==> config.mk <==
export PLATFORM = sky130hd
export DESIGN_NAME = rpsb_ctrl
export DESIGN_NICKNAME = d
export VERILOG_FILES = /design/src/rtl/rpsb_pkg.sv /design/src/rtl/rpsb_ctrl.sv
export SDC_FILE = /design/constraint.sdc
export NUM_CORES = 1
export LEC_CHECK = 0
export ABC_AREA = 1
export ABC_CLOCK_PERIOD_IN_PS = 1780
export BUFFER_PORTS_ARGS = -buffer_cell sky130_fd_sc_hd__buf_2
export CAP_MARGIN = 40
export CORE_AREA = 2 2 39 41
export CTS_CLUSTER_DIAMETER = 100
export DETAILED_ROUTE_END_ITERATION = 10
export DIE_AREA = 0 0 41 43
export GPL_ROUTABILITY_DRIVEN = 0
export SLEW_MARGIN = 20
export SYNTH_ARGS = -nofsm -noshare
export SYNTH_HDL_FRONTEND = slang
export SYNTH_SLANG_ARGS = --single-unit
export TNS_END_PERCENT = 10
==> constraint.sdc <==
create_clock -name clk_i -period 1.78 [get_ports clk_i]
set_input_delay 0.356 -clock clk_i [delete_from_list [all_inputs] [get_ports clk_i]]
set_output_delay 0.356 -clock clk_i [all_outputs]
set_load 0.03 [all_outputs]
==> src/rtl/rpsb_pkg.sv <==
// Shared types and constants for the radial power spectrum binner.
// Used by the controller, the datapath, the top level and the checker.
// No dependencies.
package rpsb_pkg;

  // Store and payload sizes
  localparam int unsigned MAX_DIM_DEF     = 256;
  localparam int unsigned SAMPLE_BITS_DEF = 24;
  localparam int unsigned COORD_W         = 8;
  localparam int unsigned SIZE_W          = 9;
  localparam int unsigned SHIFT_W         = 6;
  localparam int unsigned SEL_W           = 8;
  localparam int unsigned POWER_W         = 64;
  localparam int unsigned COUNT_W         = 25;
  localparam int unsigned REQ_W           = 2;

  // Folded coordinates stay below 256, so the radius squared fits 18 bits
  // and its root fits 9 bits.
  localparam int unsigned KSQ_W  = 18;
  localparam int unsigned ROOT_W = 9;
  localparam int unsigned BIT_W  = $clog2(ROOT_W);

  // Configuration port
  localparam int unsigned CFG_IDX_W  = 2;
  localparam int unsigned CFG_DATA_W = SIZE_W;

  localparam logic [CFG_IDX_W-1:0] REG_SIZE_X     = CFG_IDX_W'(0);
  localparam logic [CFG_IDX_W-1:0] REG_SIZE_Y     = CFG_IDX_W'(1);
  localparam logic [CFG_IDX_W-1:0] REG_SIZE_Z     = CFG_IDX_W'(2);
  localparam logic [CFG_IDX_W-1:0] REG_NORM_SHIFT = CFG_IDX_W'(3);

  localparam logic [SIZE_W-1:0]  SIZE_RST  = SIZE_W'(256);
  localparam logic [SHIFT_W-1:0] SHIFT_RST = SHIFT_W'(48);

  // Request codes
  typedef enum logic [REQ_W-1:0] {
    REQ_ACC   = 2'd0,
    REQ_READ  = 2'd1,
    REQ_CLEAR = 2'd2
  } rpsb_req_e;

  // Controller to datapath
  typedef struct packed {
    logic load;       // capture the request word
    logic square;     // fold coordinates, square everything
    logic sum;        // add squares, start the root search
    logic root_step;  // one bit of the root search
    logic rd_bin;     // read the store at the computed bin
    logic acc_wr;     // write the updated bin back
    logic rd_sel;     // read the store at the selected bin
    logic out_load;   // load the result registers
    logic clr_init;   // restart the clearing sweep, drop the flag
    logic clr_step;   // zero one store entry
  } rpsb_cmd_t;

  // Datapath to controller
  typedef struct packed {
    logic root_done;
    logic bin_ok;
    logic clr_done;
  } rpsb_stat_t;

endpackage

==> src/rtl/rpsb_ctrl.sv <==
// Controller of the radial power spectrum binner: sequences one request
// at a time through the datapath. Depends on rpsb_pkg.
module rpsb_ctrl
  import rpsb_pkg::*;
(
  input  logic             clk_i,
  input  logic             rst_ni,
  input  logic             start_i,
  input  logic [REQ_W-1:0] req_type_i,
  input  rpsb_stat_t       stat_i,
  output rpsb_cmd_t        cmd_o,
  output logic             busy_o
);

  typedef enum logic [3:0] {
    ST_CLEAR,
    ST_IDLE,
    ST_SQUARE,
    ST_SUM,
    ST_ROOT,
    ST_LOOKUP,
    ST_UPDATE,
    ST_RDSEL,
    ST_RDOUT
  } state_e;

  state_e state_q, state_d;

  // Next state and command decode
  always_comb begin
    state_d = state_q;
    cmd_o   = '0;
    unique case (state_q)
      ST_CLEAR: begin
        cmd_o.clr_step = 1'b1;
        if (stat_i.clr_done) begin
          state_d = ST_IDLE;
        end
      end
      ST_IDLE: begin
        if (start_i) begin
          cmd_o.load = 1'b1;
          unique case (req_type_i)
            REQ_ACC:   state_d = ST_SQUARE;
            REQ_READ:  state_d = ST_RDSEL;
            REQ_CLEAR: begin
              cmd_o.clr_init = 1'b1;
              state_d        = ST_CLEAR;
            end
            default:   state_d = ST_IDLE;
          endcase
        end
      end
      ST_SQUARE: begin
        cmd_o.square = 1'b1;
        state_d      = ST_SUM;
      end
      ST_SUM: begin
        cmd_o.sum = 1'b1;
        state_d   = ST_ROOT;
      end
      ST_ROOT: begin
        cmd_o.root_step = 1'b1;
        if (stat_i.root_done) begin
          state_d = ST_LOOKUP;
        end
      end
      ST_LOOKUP: begin
        // out-of-range bins end here, the datapath sets the drop flag
        cmd_o.rd_bin = 1'b1;
        state_d      = stat_i.bin_ok ? ST_UPDATE : ST_IDLE;
      end
      ST_UPDATE: begin
        cmd_o.acc_wr = 1'b1;
        state_d      = ST_IDLE;
      end
      ST_RDSEL: begin
        cmd_o.rd_sel = 1'b1;
        state_d      = ST_RDOUT;
      end
      ST_RDOUT: begin
        cmd_o.out_load = 1'b1;
        state_d        = ST_IDLE;
      end
      default: state_d = ST_IDLE;
    endcase
  end

  // Hold state; reset starts the clearing sweep
  always_ff @(posedge clk_i or negedge rst_ni) begin
    if (!rst_ni) begin
      state_q <= ST_CLEAR;
    end else begin
      state_q <= state_d;
    end
  end

  assign busy_o = (state_q != ST_IDLE);

endmodule

==> results.json <==
{
  "regArea_um2": 100,
  "rows": 14,
  "yosysSeqAreaShare_pct": 27.4,
  "worstPathArrival_ns": 1.34,
  "drt-total-wl_um": 890,
  "combPwrFrac_pct": 69.2,
  "min_period_ns": 1.70,
  "final_cell_mix": "buf_2 (17), nand2_1 (14), inv_1 (10)",
  "synth_cell_types": 16,
  "whs_ns": 0.387,
  "die_area_mm2": 0.00176,
  "setup_viol": 0,
  "yosysWarnings": 0,
  "start_util_pct": 26.4,
  "clk-insertion-delay-late_ns": 0.23,
  "multi_input_area_um2": 235,
  "hold_path_class": "in -> reg",
  "path_buf_inv": 3,
  "avgRoutedWirePerCell_um": 8.99,
  "clock.fmax_ghz": 0.590,
  "dp_slack_ns": 0.241,
  "rsz0062_at_grt": "false",
  "slowest_stage": "dfrtp_1",
  "antenna_found_initial": 0,
  "clockRootBuffer": "clkbuf_4",
  "p_sw_mw": 0.492,
  "synth_seq_cells": 4,
  "finalCritPeriodShare_pct": 95.3,
  "grt_start_max_net_pins": 8,
  "max_stage_delay_ns": 0.43,
  "crit_family": "flip-flops",
  "clock_power_share_pct": 12.5,
  "hpwl_um": 746,
  "cts_tree": "done",
  "numPortBuffers": 18,
  "h-tree-depth": 1,
  "startpoint_type": "flop",
  "max_cap_viol_count": 0,
  "drv_slew": 0,
  "grt_util_all_layers_pct": 11.9,
  "timing.slew.headroom_pct": 83.6,
  "fin_skew_ns": 0.00244,
  "overflow": 0,
  "viasPerCell": 4.29,
  "cp_max_fo": 7,
  "crit_chain": "nor2_4 > buf_4 > inv_2 > nor2_1 > buf_2",
  "layout-drive-gt1-share_pct": 43.4,
  "drt-initial-drc-count": 6,
  "io_pins": 19,
  "clk_path_buf_depth": 2,
  "drcViolationCount": 0,
  "layout_commonest_cell": "buf_2",
  "ant_nets": 0,
  "syn2layout_area_growth_pct": 50.0,
  "power_density_mw_per_mm2": 1620,
  "path_clk_slew_ns": 0.03,
  "worst_pin_slew_ns": 0.246,
  "numCtsBuffers": 3,
  "crit_path_end_kind": "output port",
  "grt_first_pass_wirelength_um": 1460,
  "hold_viol_final": 0,
  "syn_avg_cell_area_um2": 6.19,
  "intPower_mw": 0.396,
  "dr.pass1.iters": 4,
  "setup_tns_ns": 0,
  "layout_setup_ws_ns": 0.0837,
  "crit_required_ns": 1.42,
  "top_regs": "state_q (4)",
  "insertedDiodeCount": 0,
  "chipWidth_um": 41,
  "synthCells": 59,
  "netlist_area_um2": 365,
  "fp.dieH_um": 43,
  "largest-register": "state_q",
  "p_leak_nw": 0.319,
  "core_area_mm2": 0.00138,
  "seqPwrFrac_pct": 18.4,
  "first_global_vias": 402,
  "synth_fp_nets": 67,
  "nets": 93,
  "routed-via-count": 425,
  "critPathKind": "reg -> out",
  "vdd_drop_max_v": 0.000703,
  "largest_register_ffs": 4,
  "switching_share_pct": 55.4,
  "outcome": "complete, no violations",
  "cts_sinks": 4,
  "fillers": 157
}
==> cell usage after synthesis <==
master | count | area, µm²
nand2_1 | 15 | 56.3
inv_1 | 10 | 37.5
nor2_1 | 7 | 26.3
nand3_1 | 5 | 25.0
dfrtp_1 | 4 | 100
nor2_2 | 4 | 25.0
inv_2 | 3 | 11.3
nor2_4 | 3 | 33.8
clkinv_1 | 1 | 3.75
nand4_1 | 1 | 6.26
nor3_1 | 1 | 5.00
nor4_1 | 1 | 6.26
o211ai_1 | 1 | 7.51
o21a_1 | 1 | 7.51
o21ai_0 | 1 | 5.00
o21ai_2 | 1 | 8.76
==> worst paths after layout <==
path                            slack [ns]  startpoint  cells past startpoint         end
min in group asynchronous             0.45      rst_ni                      2  state_q[0]
worst max-delay path                  0.08  state_q[3]                      5    cmd_o[0]
max in group asynchronous             1.21      rst_ni                      2  state_q[2]
worst max register to register        0.44  state_q[3]                      7  state_q[0]
worst min-delay path                  0.39   stat_i[2]                      4  state_q[2]
worst min register to register        0.66  state_q[2]                      2  state_q[3]
==> metrics by stage <==
stage,cells,power [mW],area (µm²),util (%)
6_report,99,0.888,548,39.6
5_1_grt,99,0.974,548,39.6
4_1_cts,97,0.860,526,38.0
3_5_place_dp,93,0.740,490,35.4
3_3_place_gp,93,0.737,490,35.4
2_1_floorplan,59,0.604,380,-
==> power groups by stage <==
stage	Combinational [mW]	Sequential, mW	Clock, mW
after global placement	0.577	0.160	0
after floorplan	0.447	0.158	0
after global routing	0.681	0.169	0.124
after detailed placement	0.579	0.161	0
after CTS	0.582	0.160	0.117
final	0.614	0.163	0.111
==> kinds of logic (layout without fill, tap and decap cells) <==
| family | count (synthesis) | in the layout | share of synthesized area [%] |
|---|---|---|---|
| AND/OR/NAND/NOR | 37 | 37 | 50.3 |
| buffers and inverters | 14 | 38 | 14.4 |
| AO/OA/AOI/OAI | 4 | 4 | 7.88 |
| flip-flops | 4 | 4 | 27.4 |
==> per-layer routing <==
layer	GRT usage, %	part of all wire [%]
met1	14.3	40
met2	19.4	53
met3	1.57	5.4
met4	6.00	1.3
met5	0	0
==> layout make-up <==
cell class	instances	area share (%)
multi-input cells	41	42.9
well taps	16	3.65
clock buffers	3	4.11
flip-flops and latches	4	18.3
inverters	14	9.59
repair buffers	21	21.5
==> worst min-delay path, cell delays in order <==
cell and delay [ns]:
buf_2 0.08, nor2_2 0.04, inv_1 0.05, nand2_1 0.05
==> timing repair <==
item / CTS / global route
buffers inserted: 0 / 2
endpoints found under the setup margin: 1 / 2
pin swaps: 0 / 1
hold buffers: 1 / 0
endpoints found under the hold margin: 4 / 0
gates resized for setup: 1 / 2
gates cloned: 0 / 0
Note: power is estimated with default switching activity, not from simulation.
